**config.mk**
```make
export PLATFORM = sky130hd
export DESIGN_NAME = randomized_beacon_traffic_scheduler
export DESIGN_NICKNAME = d
export VERILOG_FILES = /design/src/rtl/rbts_pkg.sv /design/src/rtl/rbts_rem.sv /design/src/rtl/rbts_ctrl.sv /design/src/rtl/rbts_dp.sv /design/src/rtl/randomized_beacon_traffic_scheduler.sv
export SDC_FILE = /design/constraint.sdc
export NUM_CORES = 2
export LEC_CHECK = 0
export BUFFER_PORTS_ARGS = -buffer_cell sky130_fd_sc_hd__buf_2
export CORE_MARGIN = 2
export CORE_UTILIZATION = 60
export CTS_BUF_LIST = sky130_fd_sc_hd__clkbuf_4 sky130_fd_sc_hd__clkbuf_8
export CTS_CLUSTER_DIAMETER = 40
export DETAILED_ROUTE_END_ITERATION = 10
export PLACE_DENSITY = 0.77
export SYNTH_ARGS = -nofsm -noshare
export SYNTH_HDL_FRONTEND = slang
export SYNTH_SLANG_ARGS = --single-unit
```
**constraint.sdc**
```tcl
create_clock -name clk -period 23.5 [get_ports clk]
set_input_delay 1.175 -clock clk [delete_from_list [all_inputs] [get_ports clk]]
set_output_delay 1.175 -clock clk [all_outputs]
set_load 0.01 [all_outputs]
```
**src/rtl/rbts_pkg.sv**
```systemverilog
package rbts_pkg;

	localparam logic [31:0] SEED_RESET   = 32'hABCD1234;
	localparam int          XS_SHIFT_A   = 13;
	localparam int          XS_SHIFT_B   = 17;
	localparam int          XS_SHIFT_C   = 5;
	localparam logic [31:0] START_DELAY  = 32'd100;
	localparam logic [31:0] BEACON_FIRST = 32'd5000;
	localparam logic [31:0] UPLINK_FIRST = 32'd3000;
	localparam logic [31:0] HS_STAGGER   = 32'd6000;
	localparam int          MESH_LEN     = 20;
	localparam int          HS_LEN       = 25;
	localparam logic [3:0]  MESH_SF      = 4'd11;
	localparam logic [31:0] PCT_LIMIT    = 32'd30;
	localparam int          REM_W        = 16;

	localparam logic [1:0] FUNC_START = 2'd0;
	localparam logic [1:0] FUNC_POLL  = 2'd1;
	localparam logic [1:0] FUNC_STOP  = 2'd2;

	localparam logic [1:0] MODE_MESH    = 2'd0;
	localparam logic [1:0] MODE_HOTSPOT = 2'd1;
	localparam logic [1:0] MODE_UPLINK  = 2'd2;

	localparam logic [1:0] KIND_MESH    = 2'd0;
	localparam logic [1:0] KIND_RELAY   = 2'd1;
	localparam logic [1:0] KIND_HOTSPOT = 2'd2;
	localparam logic [1:0] KIND_UPLINK  = 2'd3;

	typedef enum logic [4:0] {
		OP_NONE,
		OP_LOAD,
		OP_START,
		OP_STOP,
		OP_POLL_HS,
		OP_RAND,
		OP_DRAW_NEXT,
		OP_FILL,
		OP_LD_FILL_MESH,
		OP_LD_FILL_VAL,
		OP_ST_HS_START,
		OP_ST_CH,
		OP_ST_SF,
		OP_ST_LEN,
		OP_EMIT,
		OP_ST_BURSTN,
		OP_ST_BURSTD,
		OP_ST_BEACON,
		OP_ST_HS_DL,
		OP_ST_UL_DL,
		OP_HS_NEXT
	} op_t;

	typedef enum logic [3:0] {
		R_HS_START,
		R_PCT,
		R_BURSTN,
		R_BURSTD,
		R_BEACON,
		R_WIDE,
		R_SF_HS,
		R_HS_DL,
		R_REG,
		R_SF_UL,
		R_LEN,
		R_UL_DL
	} rng_t;

	typedef struct packed {
		op_t        op;
		rng_t       sel;
		logic [1:0] kind;
	} cmd_t;

	typedef struct packed {
		logic [1:0] func;
		logic       running;
		logic [1:0] mode;
		logic [1:0] cfg_mode;
		logic       burst_active;
		logic       burst_left_zero;
		logic       due_beacon;
		logic       due_burst;
		logic       due_uplink;
		logic       hs_cur_due;
		logic       hs_idx_last;
		logic       mod_busy;
		logic       fill_zero;
		logic       val_lt30;
		logic       out_free;
	} stat_t;

	function automatic logic [31:0] xorshift(input logic [31:0] x);
		logic [31:0] y;
		y = x ^ (x << XS_SHIFT_A);
		y = y ^ (y >> XS_SHIFT_B);
		y = y ^ (y << XS_SHIFT_C);
		return y;
	endfunction

	function automatic logic [31:0] rng_lo(input rng_t sel);
		logic [31:0] lo;
		unique case (sel)
			R_HS_START: lo = 32'd1000;
			R_BURSTN:   lo = 32'd3;
			R_BURSTD:   lo = 32'd300;
			R_BEACON:   lo = 32'd60000;
			R_SF_HS:    lo = 32'd8;
			R_HS_DL:    lo = 32'd25000;
			R_SF_UL:    lo = 32'd7;
			R_LEN:      lo = 32'd15;
			R_UL_DL:    lo = 32'd50000;
			default:    lo = 32'd0;
		endcase
		return lo;
	endfunction

endpackage

```
**src/rtl/rbts_rem.sv**
```systemverilog
module rbts_rem (
	input  logic                     clk,
	input  logic                     arst_n,
	input  logic                     start,
	input  logic [31:0]              dividend,
	input  logic [rbts_pkg::REM_W-1:0] divisor,
	output logic [rbts_pkg::REM_W-1:0] rem,
	output logic                     busy
);
	import rbts_pkg::*;

	logic [31:0]      dvd_q;
	logic [REM_W-1:0] dvs_q;
	logic [REM_W-1:0] rem_q;
	logic [2:0]       cnt_q;
	logic             busy_q;
	logic [REM_W:0]   r;

	always_comb begin
		r = {1'b0, rem_q};
		for (int k = 0; k < 4; k++) begin
			r = {r[REM_W-1:0], dvd_q[31-k]};
			if (r >= {1'b0, dvs_q}) begin
				r = r - {1'b0, dvs_q};
			end
		end
	end

	always_ff @(posedge clk or negedge arst_n) begin
		if (!arst_n) begin
			busy_q <= 1'b0;
			cnt_q  <= '0;
		end else if (start) begin
			busy_q <= 1'b1;
			cnt_q  <= '0;
		end else if (busy_q) begin
			cnt_q <= cnt_q + 3'd1;
			if (cnt_q == 3'd7) begin
				busy_q <= 1'b0;
			end
		end
	end

	always_ff @(posedge clk) begin
		if (start) begin
			dvd_q <= dividend;
			dvs_q <= divisor;
			rem_q <= '0;
		end else if (busy_q) begin
			dvd_q <= dvd_q << 4;
			rem_q <= r[REM_W-1:0];
		end
	end

	assign rem  = rem_q;
	assign busy = busy_q;

endmodule

```
**src/rtl/rbts_ctrl.sv**
```systemverilog
module rbts_ctrl (
	input  logic            clk,
	input  logic            arst_n,
	input  logic            in_valid,
	output logic            in_ready,
	input  rbts_pkg::stat_t st,
	output rbts_pkg::cmd_t  cmd
);
	import rbts_pkg::*;

	typedef enum logic [16:0] {
		S_IDLE         = 17'b1 << 0,
		S_DISPATCH     = 17'b1 << 1,
		S_HS_INIT      = 17'b1 << 2,
		S_HS_INIT_DRAW = 17'b1 << 3,
		S_HS_CHECK     = 17'b1 << 4,
		S_CH           = 17'b1 << 5,
		S_SF           = 17'b1 << 6,
		S_LEN_FILL     = 17'b1 << 7,
		S_FILL         = 17'b1 << 8,
		S_LEN          = 17'b1 << 9,
		S_EMIT         = 17'b1 << 10,
		S_PCT          = 17'b1 << 11,
		S_BURSTN       = 17'b1 << 12,
		S_BURSTD       = 17'b1 << 13,
		S_BEACON       = 17'b1 << 14,
		S_HS_DL        = 17'b1 << 15,
		S_UL_DL        = 17'b1 << 16
	} state_t;

	state_t     state_q, state_d;
	logic       issued_q, issued_d;
	logic [1:0] kind_q, kind_d;
	logic       wait_done;

	assign in_ready  = (state_q == S_IDLE);
	assign wait_done = issued_q && !st.mod_busy;

	always_comb begin
		state_d  = state_q;
		issued_d = issued_q;
		kind_d   = kind_q;
		cmd.op   = OP_NONE;
		cmd.sel  = R_PCT;
		cmd.kind = kind_q;
		if (!issued_q) begin
			unique case (state_q)
				S_HS_INIT, S_CH, S_SF, S_LEN_FILL, S_LEN, S_PCT, S_BURSTN, S_BURSTD,
				S_BEACON, S_HS_DL, S_UL_DL: issued_d = 1'b1;
				default: issued_d = 1'b0;
			endcase
		end
		unique case (state_q)
			S_IDLE: begin
				if (in_valid) begin
					cmd.op  = OP_LOAD;
					state_d = S_DISPATCH;
				end
			end
			S_DISPATCH: begin
				state_d = S_IDLE;
				priority if (st.func == FUNC_START) begin
					cmd.op = OP_START;
					if (st.cfg_mode == MODE_HOTSPOT) begin
						state_d = S_HS_INIT;
					end
				end else if (st.func == FUNC_STOP) begin
					cmd.op = OP_STOP;
				end else if (st.func == FUNC_POLL && st.running) begin
					priority if (st.mode == MODE_MESH) begin
						if (st.burst_active) begin
							if (st.due_burst && !st.burst_left_zero) begin
								cmd.op  = OP_LD_FILL_MESH;
								kind_d  = KIND_RELAY;
								state_d = S_FILL;
							end
						end else if (st.due_beacon) begin
							cmd.op  = OP_LD_FILL_MESH;
							kind_d  = KIND_MESH;
							state_d = S_FILL;
						end
					end else if (st.mode == MODE_HOTSPOT) begin
						cmd.op  = OP_POLL_HS;
						kind_d  = KIND_HOTSPOT;
						state_d = S_HS_CHECK;
					end else if (st.mode == MODE_UPLINK) begin
						if (st.due_uplink) begin
							kind_d  = KIND_UPLINK;
							state_d = S_CH;
						end
					end else begin
						state_d = S_IDLE;
					end
				end else begin
					state_d = S_IDLE;
				end
			end
			S_HS_INIT: begin
				cmd.sel = R_HS_START;
				if (!issued_q) begin
					cmd.op = OP_RAND;
				end else if (wait_done) begin
					cmd.op   = OP_ST_HS_START;
					issued_d = 1'b0;
					state_d  = S_HS_INIT_DRAW;
				end
			end
			S_HS_INIT_DRAW: begin
				cmd.op  = OP_DRAW_NEXT;
				state_d = st.hs_idx_last ? S_IDLE : S_HS_INIT;
			end
			S_HS_CHECK: begin
				priority if (st.hs_cur_due) begin
					state_d = S_CH;
				end else if (st.hs_idx_last) begin
					state_d = S_IDLE;
				end else begin
					cmd.op = OP_HS_NEXT;
				end
			end
			S_CH: begin
				cmd.sel = (kind_q == KIND_HOTSPOT) ? R_WIDE : R_REG;
				if (!issued_q) begin
					cmd.op = OP_RAND;
				end else if (wait_done) begin
					cmd.op   = OP_ST_CH;
					issued_d = 1'b0;
					state_d  = S_SF;
				end
			end
			S_SF: begin
				cmd.sel = (kind_q == KIND_HOTSPOT) ? R_SF_HS : R_SF_UL;
				if (!issued_q) begin
					cmd.op = OP_RAND;
				end else if (wait_done) begin
					cmd.op   = OP_ST_SF;
					issued_d = 1'b0;
					state_d  = (kind_q == KIND_HOTSPOT) ? S_FILL : S_LEN_FILL;
				end
			end
			S_LEN_FILL: begin
				cmd.sel = R_LEN;
				if (!issued_q) begin
					cmd.op = OP_RAND;
				end else if (wait_done) begin
					cmd.op   = OP_LD_FILL_VAL;
					issued_d = 1'b0;
					state_d  = S_FILL;
				end
			end
			S_FILL: begin
				if (st.fill_zero) begin
					state_d = (kind_q == KIND_UPLINK) ? S_LEN : S_EMIT;
				end else begin
					cmd.op = OP_FILL;
				end
			end
			S_LEN: begin
				cmd.sel = R_LEN;
				if (!issued_q) begin
					cmd.op = OP_RAND;
				end else if (wait_done) begin
					cmd.op   = OP_ST_LEN;
					issued_d = 1'b0;
					state_d  = S_EMIT;
				end
			end
			S_EMIT: begin
				if (st.out_free) begin
					cmd.op = OP_EMIT;
					unique case (kind_q)
						KIND_MESH:    state_d = S_PCT;
						KIND_RELAY:   state_d = S_BURSTD;
						KIND_HOTSPOT: state_d = S_HS_DL;
						default:      state_d = S_UL_DL;
					endcase
				end
			end
			S_PCT: begin
				cmd.sel = R_PCT;
				if (!issued_q) begin
					cmd.op = OP_RAND;
				end else if (wait_done) begin
					issued_d = 1'b0;
					state_d  = st.val_lt30 ? S_BURSTN : S_BEACON;
				end
			end
			S_BURSTN: begin
				cmd.sel = R_BURSTN;
				if (!issued_q) begin
					cmd.op = OP_RAND;
				end else if (wait_done) begin
					cmd.op   = OP_ST_BURSTN;
					issued_d = 1'b0;
					state_d  = S_BURSTD;
				end
			end
			S_BURSTD: begin
				cmd.sel = R_BURSTD;
				if (!issued_q) begin
					cmd.op = OP_RAND;
				end else if (wait_done) begin
					cmd.op   = OP_ST_BURSTD;
					issued_d = 1'b0;
					state_d  = st.burst_left_zero ? S_BEACON : S_IDLE;
				end
			end
			S_BEACON: begin
				cmd.sel = R_BEACON;
				if (!issued_q) begin
					cmd.op = OP_RAND;
				end else if (wait_done) begin
					cmd.op   = OP_ST_BEACON;
					issued_d = 1'b0;
					state_d  = S_IDLE;
				end
			end
			S_HS_DL: begin
				cmd.sel = R_HS_DL;
				if (!issued_q) begin
					cmd.op = OP_RAND;
				end else if (wait_done) begin
					cmd.op   = OP_ST_HS_DL;
					issued_d = 1'b0;
					state_d  = st.hs_idx_last ? S_IDLE : S_HS_CHECK;
				end
			end
			S_UL_DL: begin
				cmd.sel = R_UL_DL;
				if (!issued_q) begin
					cmd.op = OP_RAND;
				end else if (wait_done) begin
					cmd.op   = OP_ST_UL_DL;
					issued_d = 1'b0;
					state_d  = S_IDLE;
				end
			end
			default: begin
				state_d  = S_IDLE;
				issued_d = 1'b0;
			end
		endcase
	end

	always_ff @(posedge clk or negedge arst_n) begin
		if (!arst_n) begin
			state_q  <= S_IDLE;
			issued_q <= 1'b0;
			kind_q   <= KIND_MESH;
		end else begin
			state_q  <= state_d;
			issued_q <= issued_d;
			kind_q   <= kind_d;
		end
	end

endmodule

```
**src/rtl/rbts_dp.sv**
```systemverilog
module rbts_dp #(
	parameter int HOTSPOT_COUNT   = 5,
	parameter int WIDE_CHANNELS   = 8,
	parameter int REGION_CHANNELS = 3,
	parameter int PAYLOAD_BUFFER  = 30
) (
	input  logic            clk,
	input  logic            arst_n,
	input  rbts_pkg::cmd_t  cmd,
	output rbts_pkg::stat_t st,
	input  logic [1:0]      cfg_mode,
	input  logic [31:0]     cfg_seed,
	input  logic [1:0]      func,
	input  logic [31:0]     now_ms,
	output logic            out_valid,
	input  logic            out_ready,
	output logic [1:0]      packet_kind,
	output logic [2:0]      hotspot_index,
	output logic [2:0]      channel_index,
	output logic [3:0]      spreading_factor,
	output logic [5:0]      payload_length,
	output logic [31:0]     packet_number,
	output logic            last_of_poll
);
	import rbts_pkg::*;

	localparam int IW      = (HOTSPOT_COUNT > 1) ? $clog2(HOTSPOT_COUNT) : 1;
	localparam int FW      = $clog2(PAYLOAD_BUFFER + 1);
	localparam int HS_FILL = (HS_LEN < PAYLOAD_BUFFER) ? HS_LEN : PAYLOAD_BUFFER;

	logic [1:0]   func_q;
	logic [31:0]  now_q;
	logic [31:0]  prng_q;
	logic         running_q;
	logic [1:0]   mode_q;
	logic [31:0]  cnt_q;
	logic [31:0]  t_q;
	logic [31:0]  beacon_dl_q;
	logic         burst_active_q;
	logic [2:0]   burst_left_q;
	logic [31:0]  burst_dl_q;
	logic [31:0]  uplink_dl_q;
	logic [31:0]  hs_dl_q [HOTSPOT_COUNT];
	logic [HOTSPOT_COUNT-1:0] due_q;
	logic [HOTSPOT_COUNT-1:0] due_now;
	logic [HOTSPOT_COUNT-1:0] idx_onehot;
	logic [IW-1:0] idx_q;
	logic [FW-1:0] fill_q;
	logic [FW-1:0] fill_val;
	rng_t         sel_q;
	logic [2:0]   ch_q;
	logic [3:0]   sf_q;
	logic [5:0]   len_q;
	logic         out_valid_q;

	logic [31:0]      prng_next;
	logic [REM_W-1:0] divisor;
	logic [REM_W-1:0] rem;
	logic             rem_busy;
	logic [31:0]      val;
	logic [31:0]      t_start;
	logic [31:0]      idx32;

	assign prng_next  = xorshift(prng_q);
	assign val        = rng_lo(sel_q) + 32'(rem);
	assign t_start    = now_q + START_DELAY;
	assign idx32      = 32'(idx_q);
	assign idx_onehot = HOTSPOT_COUNT'(1) << idx_q;
	assign fill_val   = (val < 32'(PAYLOAD_BUFFER)) ? val[FW-1:0] : FW'(PAYLOAD_BUFFER);

	always_comb begin
		for (int i = 0; i < HOTSPOT_COUNT; i++) begin
			due_now[i] = (now_q >= hs_dl_q[i]);
		end
	end

	always_comb begin
		unique case (cmd.sel)
			R_HS_START: divisor = REM_W'(2001);
			R_PCT:      divisor = REM_W'(100);
			R_BURSTN:   divisor = REM_W'(3);
			R_BURSTD:   divisor = REM_W'(301);
			R_BEACON:   divisor = REM_W'(60001);
			R_WIDE:     divisor = REM_W'(WIDE_CHANNELS);
			R_SF_HS:    divisor = REM_W'(3);
			R_HS_DL:    divisor = REM_W'(10001);
			R_REG:      divisor = REM_W'(REGION_CHANNELS);
			R_SF_UL:    divisor = REM_W'(6);
			R_LEN:      divisor = REM_W'(26);
			R_UL_DL:    divisor = REM_W'(20001);
			default:    divisor = REM_W'(1);
		endcase
	end

	rbts_rem u_rem (
		.clk      (clk),
		.arst_n   (arst_n),
		.start    (cmd.op == OP_RAND),
		.dividend (prng_next),
		.divisor  (divisor),
		.rem      (rem),
		.busy     (rem_busy)
	);

	always_ff @(posedge clk or negedge arst_n) begin
		if (!arst_n) begin
			prng_q         <= SEED_RESET;
			running_q      <= 1'b0;
			mode_q         <= MODE_MESH;
			cnt_q          <= '0;
			beacon_dl_q    <= '0;
			burst_active_q <= 1'b0;
			burst_left_q   <= '0;
			burst_dl_q     <= '0;
			uplink_dl_q    <= '0;
			out_valid_q    <= 1'b0;
			idx_q          <= '0;
			fill_q         <= '0;
			due_q          <= '0;
		end else begin
			if (out_valid_q && out_ready) begin
				out_valid_q <= 1'b0;
			end
			unique case (cmd.op)
				OP_START: begin
					mode_q    <= cfg_mode;
					prng_q    <= cfg_seed;
					cnt_q     <= '0;
					running_q <= 1'b1;
					idx_q     <= '0;
					if (cfg_mode == MODE_MESH) begin
						beacon_dl_q    <= t_start + BEACON_FIRST;
						burst_active_q <= 1'b0;
					end
					if (cfg_mode == MODE_UPLINK) begin
						uplink_dl_q <= t_start + UPLINK_FIRST;
					end
				end
				OP_STOP:      running_q <= 1'b0;
				OP_POLL_HS: begin
					due_q <= due_now;
					idx_q <= '0;
				end
				OP_RAND:      prng_q <= prng_next;
				OP_DRAW_NEXT: begin
					prng_q <= prng_next;
					idx_q  <= idx_q + IW'(1);
				end
				OP_FILL: begin
					prng_q <= prng_next;
					fill_q <= fill_q - FW'(1);
				end
				OP_LD_FILL_MESH: fill_q <= FW'(MESH_LEN);
				OP_LD_FILL_VAL:  fill_q <= fill_val;
				OP_ST_SF:        fill_q <= FW'(HS_FILL);
				OP_EMIT: begin
					out_valid_q <= 1'b1;
					cnt_q       <= cnt_q + 32'd1;
					if (cmd.kind == KIND_RELAY) begin
						burst_left_q <= burst_left_q - 3'd1;
					end
					if (cmd.kind == KIND_HOTSPOT) begin
						due_q <= due_q & ~idx_onehot;
					end
				end
				OP_ST_BURSTN: begin
					burst_active_q <= 1'b1;
					burst_left_q   <= val[2:0];
				end
				OP_ST_BURSTD: begin
					burst_dl_q <= now_q + val;
					if (burst_left_q == 3'd0) begin
						burst_active_q <= 1'b0;
					end
				end
				OP_ST_BEACON: beacon_dl_q <= now_q + val;
				OP_ST_UL_DL:  uplink_dl_q <= now_q + val;
				OP_ST_HS_DL:  idx_q <= idx_q + IW'(1);
				OP_HS_NEXT:   idx_q <= idx_q + IW'(1);
				default: ;
			endcase
		end
	end

	always_ff @(posedge clk) begin
		if (cmd.op == OP_LOAD) begin
			func_q <= func;
			now_q  <= now_ms;
		end
		if (cmd.op == OP_START) begin
			t_q <= t_start;
		end
		if (cmd.op == OP_RAND) begin
			sel_q <= cmd.sel;
		end
		if (cmd.op == OP_ST_CH) begin
			ch_q <= val[2:0];
		end
		if (cmd.op == OP_ST_SF) begin
			sf_q <= val[3:0];
		end
		if (cmd.op == OP_ST_LEN) begin
			len_q <= val[5:0];
		end
		if (cmd.op == OP_ST_HS_START) begin
			hs_dl_q[idx_q] <= t_q + idx32 * HS_STAGGER + val;
		end else if (cmd.op == OP_ST_HS_DL) begin
			hs_dl_q[idx_q] <= now_q + val;
		end
		if (cmd.op == OP_EMIT) begin
			packet_kind   <= cmd.kind;
			packet_number <= cnt_q + 32'd1;
			unique case (cmd.kind)
				KIND_MESH, KIND_RELAY: begin
					hotspot_index    <= '0;
					channel_index    <= '0;
					spreading_factor <= MESH_SF;
					payload_length   <= 6'(MESH_LEN);
					last_of_poll     <= 1'b1;
				end
				KIND_HOTSPOT: begin
					hotspot_index    <= idx32[2:0];
					channel_index    <= ch_q;
					spreading_factor <= sf_q;
					payload_length   <= 6'(HS_LEN);
					last_of_poll     <= ((due_q & ~idx_onehot) == '0);
				end
				default: begin
					hotspot_index    <= '0;
					channel_index    <= ch_q;
					spreading_factor <= sf_q;
					payload_length   <= len_q;
					last_of_poll     <= 1'b1;
				end
			endcase
		end
	end

	assign out_valid = out_valid_q;

	always_comb begin
		st.func            = func_q;
		st.running         = running_q;
		st.mode            = mode_q;
		st.cfg_mode        = cfg_mode;
		st.burst_active    = burst_active_q;
		st.burst_left_zero = (burst_left_q == 3'd0);
		st.due_beacon      = (now_q >= beacon_dl_q);
		st.due_burst       = (now_q >= burst_dl_q);
		st.due_uplink      = (now_q >= uplink_dl_q);
		st.hs_cur_due      = due_q[idx_q];
		st.hs_idx_last     = (idx_q == IW'(HOTSPOT_COUNT - 1));
		st.mod_busy        = rem_busy;
		st.fill_zero       = (fill_q == '0);
		st.val_lt30        = (val < PCT_LIMIT);
		st.out_free        = !out_valid_q;
	end

	a_emit_free: assert property (@(posedge clk) disable iff (!arst_n)
		cmd.op == OP_EMIT |-> !out_valid_q)
		else $error("A result was loaded over one not yet transferred.");

	a_rand_idle: assert property (@(posedge clk) disable iff (!arst_n)
		cmd.op == OP_RAND |-> !rem_busy)
		else $error("A range draw was started while the remainder unit was busy.");

	a_fill_left: assert property (@(posedge clk) disable iff (!arst_n)
		cmd.op == OP_FILL |-> fill_q != '0)
		else $error("A fill draw was taken with no fill draws left.");

	a_burst_bound: assert property (@(posedge clk) disable iff (!arst_n)
		burst_left_q <= 3'd5)
		else $error("The burst count left its range.");

endmodule

```
**src/rtl/randomized_beacon_traffic_scheduler.sv**
```systemverilog
// Each ranged draw runs in the shared four-bit-per-cycle remainder unit, while payload
// fill draws only advance the PRNG state and do not use that unit.
// One item is in work at a time; the next is accepted when the sequencer is idle again.
// Reset is asynchronous and active low; it restores the seed, the mode and the beacon, burst and uplink timers.
module randomized_beacon_traffic_scheduler #(
	parameter int HOTSPOT_COUNT   = 5,
	parameter int WIDE_CHANNELS   = 8,
	parameter int REGION_CHANNELS = 3,
	parameter int PAYLOAD_BUFFER  = 30
) (
	input  logic        clk,
	input  logic        arst_n,
	input  logic        psel,
	input  logic        penable,
	input  logic        pwrite,
	input  logic [2:0]  paddr,
	input  logic [31:0] pwdata,
	output logic [31:0] prdata,
	output logic        pready,
	input  logic        in_valid,
	output logic        in_ready,
	input  logic [1:0]  func,
	input  logic [31:0] now_ms,
	output logic        out_valid,
	input  logic        out_ready,
	output logic [1:0]  packet_kind,
	output logic [2:0]  hotspot_index,
	output logic [2:0]  channel_index,
	output logic [3:0]  spreading_factor,
	output logic [5:0]  payload_length,
	output logic [31:0] packet_number,
	output logic        last_of_poll
);
	import rbts_pkg::*;

	logic [1:0]  mode_q;
	logic [31:0] seed_q;
	cmd_t        cmd;
	stat_t       st;

	assign pready = 1'b1;
	assign prdata = paddr[2] ? seed_q : {30'd0, mode_q};

	always_ff @(posedge clk or negedge arst_n) begin
		if (!arst_n) begin
			mode_q <= MODE_MESH;
			seed_q <= SEED_RESET;
		end else if (psel && penable && pwrite) begin
			if (paddr[2]) begin
				seed_q <= pwdata;
			end else begin
				mode_q <= pwdata[1:0];
			end
		end
	end

	rbts_ctrl u_ctrl (
		.clk      (clk),
		.arst_n   (arst_n),
		.in_valid (in_valid),
		.in_ready (in_ready),
		.st       (st),
		.cmd      (cmd)
	);

	rbts_dp #(
		.HOTSPOT_COUNT   (HOTSPOT_COUNT),
		.WIDE_CHANNELS   (WIDE_CHANNELS),
		.REGION_CHANNELS (REGION_CHANNELS),
		.PAYLOAD_BUFFER  (PAYLOAD_BUFFER)
	) u_dp (
		.clk              (clk),
		.arst_n           (arst_n),
		.cmd              (cmd),
		.st               (st),
		.cfg_mode         (mode_q),
		.cfg_seed         (seed_q),
		.func             (func),
		.now_ms           (now_ms),
		.out_valid        (out_valid),
		.out_ready        (out_ready),
		.packet_kind      (packet_kind),
		.hotspot_index    (hotspot_index),
		.channel_index    (channel_index),
		.spreading_factor (spreading_factor),
		.payload_length   (payload_length),
		.packet_number    (packet_number),
		.last_of_poll     (last_of_poll)
	);

endmodule
```
## Word-level counts from Yosys, hierarchy flattened

Memories as Yosys holds them, arrays and structs flattened. A register that Yosys moved wholly into a read port is not among the register bits.
Cells that the tools add are included.

- Register bits after elaboration: 437
- Latch bits: 0
- Bits in writable memories: 160
- Bits in read-only memories: 464
- Output and inout bits: 86
- Memories: 3

Memory list:

| name | depth | bits a word | rd ports | clocked after memory_dff | write ports | RTL line | text |
|---|---|---|---|---|---|---|---|
| (no name shown) | 16 | 15 | 1 | 1 | 0 | rbts_dp.sv:78 | `unique case (cmd.sel)` |
| (no name shown) | 16 | 14 | 1 | 1 | 0 | rbts_pkg.sv:103 | `unique case (sel)` |
| u_dp.hs_dl_q | 5 | 32 | 5 | 0 | 1 | rbts_dp.sv:43 | `logic [31:0] hs_dl_q [HOTSPOT_COUNT];` |

- Add/subtract/negate cells: 16
- $mul: 1
- Divide/modulo/power cells: 0
- Order comparisons: 14
- Eq/ne operators: 79
- Shift-type cells: 1
- Muxes and demuxes: 135
- Bitwise gates (word level): 9
- Reductions and logical operators: 46

Operators with widths:

| cell | count |
|---|---|
| 2-to-1 mux 17 bit | 31 |
| one-hot mux 17 bit (16 select lines) | 1 |
| >= comparator 32 bit | 8 |
| one-hot mux 32 bit (2 select lines) | 4 |
| 2-to-1 mux 32 bit | 6 |
| 2-to-1 mux 5 bit | 24 |
| adder 32 bit | 3 |
| one-hot mux 5 bit (17 select lines) | 1 |
| >= comparator 17 x 16 -> 1 bit | 4 |
| 2-to-1 mux 16 bit | 4 |
| subtractor 16 bit | 4 |
| bitwise XOR 32 bit | 2 |
| one-hot mux 17 bit (3 select lines) | 1 |
| 2-to-1 mux 4 bit | 12 |
| inequality test 2 x 1 -> 1 bit, second input constant | 22 |
| == test 5 x 4 -> 1 bit, second input constant | 8 |
| one-hot mux 4 bit (9 select lines) | 1 |
| adder 32 x 1 -> 32 bit, second input constant | 1 |
| adder 32 x 12 -> 32 bit, second input constant | 1 |
| adder 32 x 13 -> 32 bit, second input constant | 1 |
| adder 32 x 16 -> 32 bit | 1 |
| adder 32 x 7 -> 32 bit, second input constant | 1 |
| less-than comparator 32 x 5 -> 1 bit, second input constant | 1 |
| bitwise XOR 32 x 15 -> 32 bit | 1 |
| other kinds (67) | 158 |

## Depth between registers and ports, before layout

- Word-level depth: 15
- Depth in mapped cells: 54
- Gate-level depth less buffers: 48

## Cells and area by module

From an unflattened synthesis, not the netlist that was laid out.

- Cells, all modules: 4097
- Area total of the unflattened synthesis: 40820.4 um^2

By module, submodules not included:

| module | instances | cells an instance | area each (um^2) | seq. area each (um^2) |
|---|---|---|---|---|
| rbts_dp | 1 | 3080 | 30979.7 | 13616.8 |
| rbts_rem | 1 | 667 | 6317.3 | 1861.8 |
| rbts_ctrl | 1 | 240 | 1861.8 | 501.7 |
| randomized_beacon_traffic_scheduler | 1 | 110 | 1661.6 | 869.6 |

## Worst setup path after synthesis

OpenSTA, ideal clock, no wires.

- Kind: flip-flop to flip-flop
- From: reg u_dp.u_rem.dvs_q[1]
- To: reg u_dp.u_rem.rem_q[11] (netlist: u_dp.u_rem.rem[11])
- Library setup time: 0.132 ns
- Arrival: 11.109 ns
- Slack: 12.259 ns
- Stages on the path, launching flop included: 52
- Buffers on the path: 6
- Period minus slack after synthesis: 11.241 ns
- Cells stage by stage: edfxtp_1 inv_1 ha_1 nor2b_1 o21ai_0 a311oi_2 nor3_4 clkbuf_1 clkbuf_1 nor2_1 a21oi_1 inv_1 ha_1 nand3b_1 a21oi_1 nor3_2 o31ai_1 or3_1 [16 not listed] a211oi_4 clkbuf_1 o21ai_0 ha_1 nor2b_1 o21ai_0 a21boi_0 o21ai_0 a21boi_0 o21ai_0 a21boi_0 o21ai_0 a2111oi_0 a2111oi_2 o211ai_4 buf_6 mux2i_1 a21oi_1

- Longest elaborated chain between the ends: 8

RTL lines:

| item | RTL line | text |
|---|---|---|
| start, declared | rbts_rem.sv:13 | `logic [REM_W-1:0] dvs_q;` |
| subtractor 16 bit or >= comparator 17 x 16 -> 1 bit (tied branches) | rbts_rem.sv:24, rbts_rem.sv:23 |  |
| 2-to-1 mux 16 bit | rbts_rem.sv:23 | `if (r >= {1'b0, dvs_q}) begin` |
| subtractor 16 bit or >= comparator 17 x 16 -> 1 bit (tied branches) | rbts_rem.sv:24, rbts_rem.sv:23 |  |
| 2-to-1 mux 16 bit | rbts_rem.sv:23 |  |
| subtractor 16 bit or >= comparator 17 x 16 -> 1 bit (tied branches) | rbts_rem.sv:24, rbts_rem.sv:23 |  |
| 2-to-1 mux 16 bit | rbts_rem.sv:23 |  |
| subtractor 16 bit or >= comparator 17 x 16 -> 1 bit (tied branches) | rbts_rem.sv:24, rbts_rem.sv:23 |  |
| 2-to-1 mux 16 bit * | rbts_rem.sv:23 |  |
| end signal, assigned | rbts_rem.sv:51 | `rem_q <= r[REM_W-1:0];` |
| end, declared | rbts_rem.sv:14 | `logic [REM_W-1:0] rem_q;` |

Every way passes the cells marked *; elsewhere a longest branch is shown, timed or not.
A chain may end at the register's enable or synchronous reset.

## Final worst setup path

- From: reg u_dp.u_rem.dvs_q[1]
- To: reg u_dp.u_rem.rem_q[5] (netlist: u_dp.u_rem.rem[5])

Same word-level chain as after synthesis.

==> run_results.csv <==
group,metric,value,unit
status,status,"finished, final reports clean",
clock_tree,cts_num_sinks,607,
logic_synthesis,syn_nets,4435,
timing,layout_min_cycle_time,13190,ps
worst_setup_path,worstPathRequired,24070,ps
logic_synthesis,synthFlopType,"edfxtp_1",
timing,rsz0062_at_grt,"no",
logic_synthesis,synthTopCellsByArea,"edfxtp_1, dfrtp_1, ha_1, xnor2_1, mux2i_1",
placed_design,hpwl,71600,µm
timing,worst_slew_pin_slew,1180,ps
timing,finalSetupTns,0,ps
min_path,hp-class,"input port to asynchronous set/reset pin",
worst_setup_path,slowest_delay,920,ps
worst_setup_path,startpoint_type,"flop",
global_routing,antenna_found_initial,1,
routing,wl_met3,6780,µm
finish,fill_cells,5118,
routing,vias,29935,
timing,post-route-period-util,0.561,
clock_tree,cts-root-buf,"clkbuf_8",
finish,fin_util,0.670,
flow_run,max_cap_violations,0,
timing,maxSlewViolCount,0,
finish,drive_gt1_frac,0.128,
global_routing,grtUsageTotal,0.288,
worst_setup_path,cp_max_fo,28,
clock_tree,path_clk_slew,60,ps
finish,area_growth,10.7,%
floorplanning,die_h,261,µm
timing,final-setup-viol-count,0,
routing,drt_iter0_drc,2482,
finish,largest_reg_flops,160,
worst_setup_path,worst_path_most_repeated_cell,"o21ai_0",
finish,layout.nets,4637,
timing,max_slew_margin,0.214,
logic_synthesis,synth_area_leader_cell,"edfxtp_1",
logic_synthesis,avgSynthCellArea,10.1,µm²
logic_synthesis,ys_warn_count,0,
global_routing,grt_pass1_vias,28998,
timing,fin_skew,44.1,ps
logic_synthesis,synth-seq-area-share,0.423,
global_routing,grt_max_degree,100,
routing,wl_met2,44500,µm
routing,drc,0,
routing,ant_nets,0,
clock_tree,cts-htree-levels,3,
routing,viasPerCell,5.87,
clock_tree,numCtsBuffers,111,
placed_design,io_buffers,158,
logic_synthesis,yosysTopAreaCellShare,0.257,
floorplanning,ioPinCount,162,
clock_tree,post_cts.repair.setup_buffers,0,
floorplanning,start_util,0.605,
floorplanning,rows,94,
logic_synthesis,postSynth.asyncResetShare,0.394,
floorplanning,dieArea,68200,µm²
clock_tree,cts.repair.resized,0,
clock_tree,cts_tree,"done",
routing,highest_layer,"met4",
clock_tree,clock_latency,750,ps
global_routing,grt_overflow,0,
routing,firstDrtPassIters,6,
finish,final_cell_area,43900,µm²
logic_synthesis,yosysMostFrequentCell,"ha_1",
floorplanning,coreArea,65600,µm²
worst_setup_path,cp.arrival,13750,ps
routing,wl_met1,44100,µm
routing,wl,98600,µm
timing,hold_violations,0,
placed_design,detailed_place.area,41400,µm²
worst_setup_path,cp-end-kind,"flop",
placed_design,gp_congestion,0.930,
global_routing,grt_pass1_wl,155000,µm
logic_synthesis,synth-seq-cells,607,
worst_setup_path,path_class,"flop to flop",
clock_tree,cts_hold_buf,0,
floorplanning,die_w,261,µm
logic_synthesis,ys_types,94,
logic_synthesis,syn_area,39700,µm²
routing,post_drt_wl_per_cell,19.3,µm
finish,top_register,"u_dp.hs_dl_q",
worst_setup_path,slowest_stage,"a2111oi_0",
timing,maxClockFrequency,0.0758,GHz
logic_synthesis,synth_commonest_cells,"ha_1, inv_1, edfxtp_1",
clock_tree,cts.path.max_buffers,3,
logic_synthesis,postSynthCellCount,3936,
logic_synthesis,synth_edf_count,340,
==> area by class of cell <==
type / instances / area (µm²) / area share
multi-input combinational: 2833 / 21000 / 0.478
sequential: 607 / 16800 / 0.382
clock buffer: 165 / 2050 / 0.0466
inverter: 392 / 1470 / 0.0335
tap: 864 / 1080 / 0.0246
timing repair buffer: 193 / 1060 / 0.0242
clock inverter: 46 / 464 / 0.0106
antenna: 1 / 2.50 / 0.0000570
==> routing by layer <==
layer  track usage  vias up
met4         0.104        0
met1         0.400    14278
met2         0.449     1010
met5             0        -
met3        0.0584      210
li1              -    14437
==> through the flow <==
| stage | cells | hold slack (ps) | worst slack [ps] |
|---|---|---|---|
| 6_report | 5101 | 450 | 10310 |
| 5_1_grt | 5101 | 501 | 9500 |
| 2_1_floorplan | 3936 | 423 | 12260 |
| 3_5_place_dp | 4889 | 471 | 10610 |
| 3_3_place_gp | 4889 | 452 | 10900 |
| 4_1_cts | 5100 | 480 | 10560 |
==> worst paths after layout <==
check / start / endpoint / slack (ps) / cells past startpoint
worst max-delay path: u_dp.u_rem.dvs_q[1] / u_dp.u_rem.rem[5] / 10310 / 44
worst min-delay path: arst_n / u_dp.cnt_q[2] / 450 / 1
worst max register to register: u_dp.u_rem.dvs_q[1] / u_dp.u_rem.rem[5] / 10310 / 44
worst min register to register: u_dp.burst_dl_q[10] / u_dp.burst_dl_q[10] / 480 / 2
max in group asynchronous: arst_n / u_dp.burst_dl_q[18] / 21500 / 2
min in group clk: u_dp.burst_dl_q[10] / u_dp.burst_dl_q[10] / 480 / 2
==> logic make-up (layout without fill, tap and decap cells) <==
group           Yosys count  after routing  synth area share
compound gates          844            844             0.136
xor+xnor                298            298            0.0658
fa+ha+maj               423            423             0.138
buf+inv                 496            796            0.0485
flops                   607            607             0.423
mux                     217            217            0.0570
other cells               1              2         0.0000945
simple gates           1050           1050             0.132
==> critical path, delay by kind of cell (launching register included) <==
| kind | cells | cell delay, ps |
|---|---|---|
| DFF | 1 | 470 |
| AOI/OAI and AO/OA | 27 | 7250 |
| adders and majority gates | 4 | 1460 |
| and+or+nand+nor | 9 | 2850 |
| buffers and inverters | 4 | 920 |
==> layout by cell type, fill, tap and decap left out, drive strengths merged, types with 10 or more instances in the layout <==
cell type	instances
a211oi	38
inv	397
nand2	287
clkinv	29
nor2b	64
or3	19
edfxtp	340
dfrtp	208
a21oi	205
nand3	65
xor2	92
nand4	66
nand2b	55
nor4	15
a31oi	16
mux2	62
o21ai	251
buf	193
nor3	58
dfstp	31
a21o	129
nor3b	12
fa	22
a2111oi	10
o31ai	30
o21bai	27
dfxtp	28
ha	401
or4	12
mux2i	154
xnor2	206
or2	16
nor2	245
and3	42
o21a	24
clkbuf	165
o211ai	13
and2	53
Power is left out: the tool's default activity adds up to more than one toggle a clock period on the data nets, which glitch-free logic cannot reach.
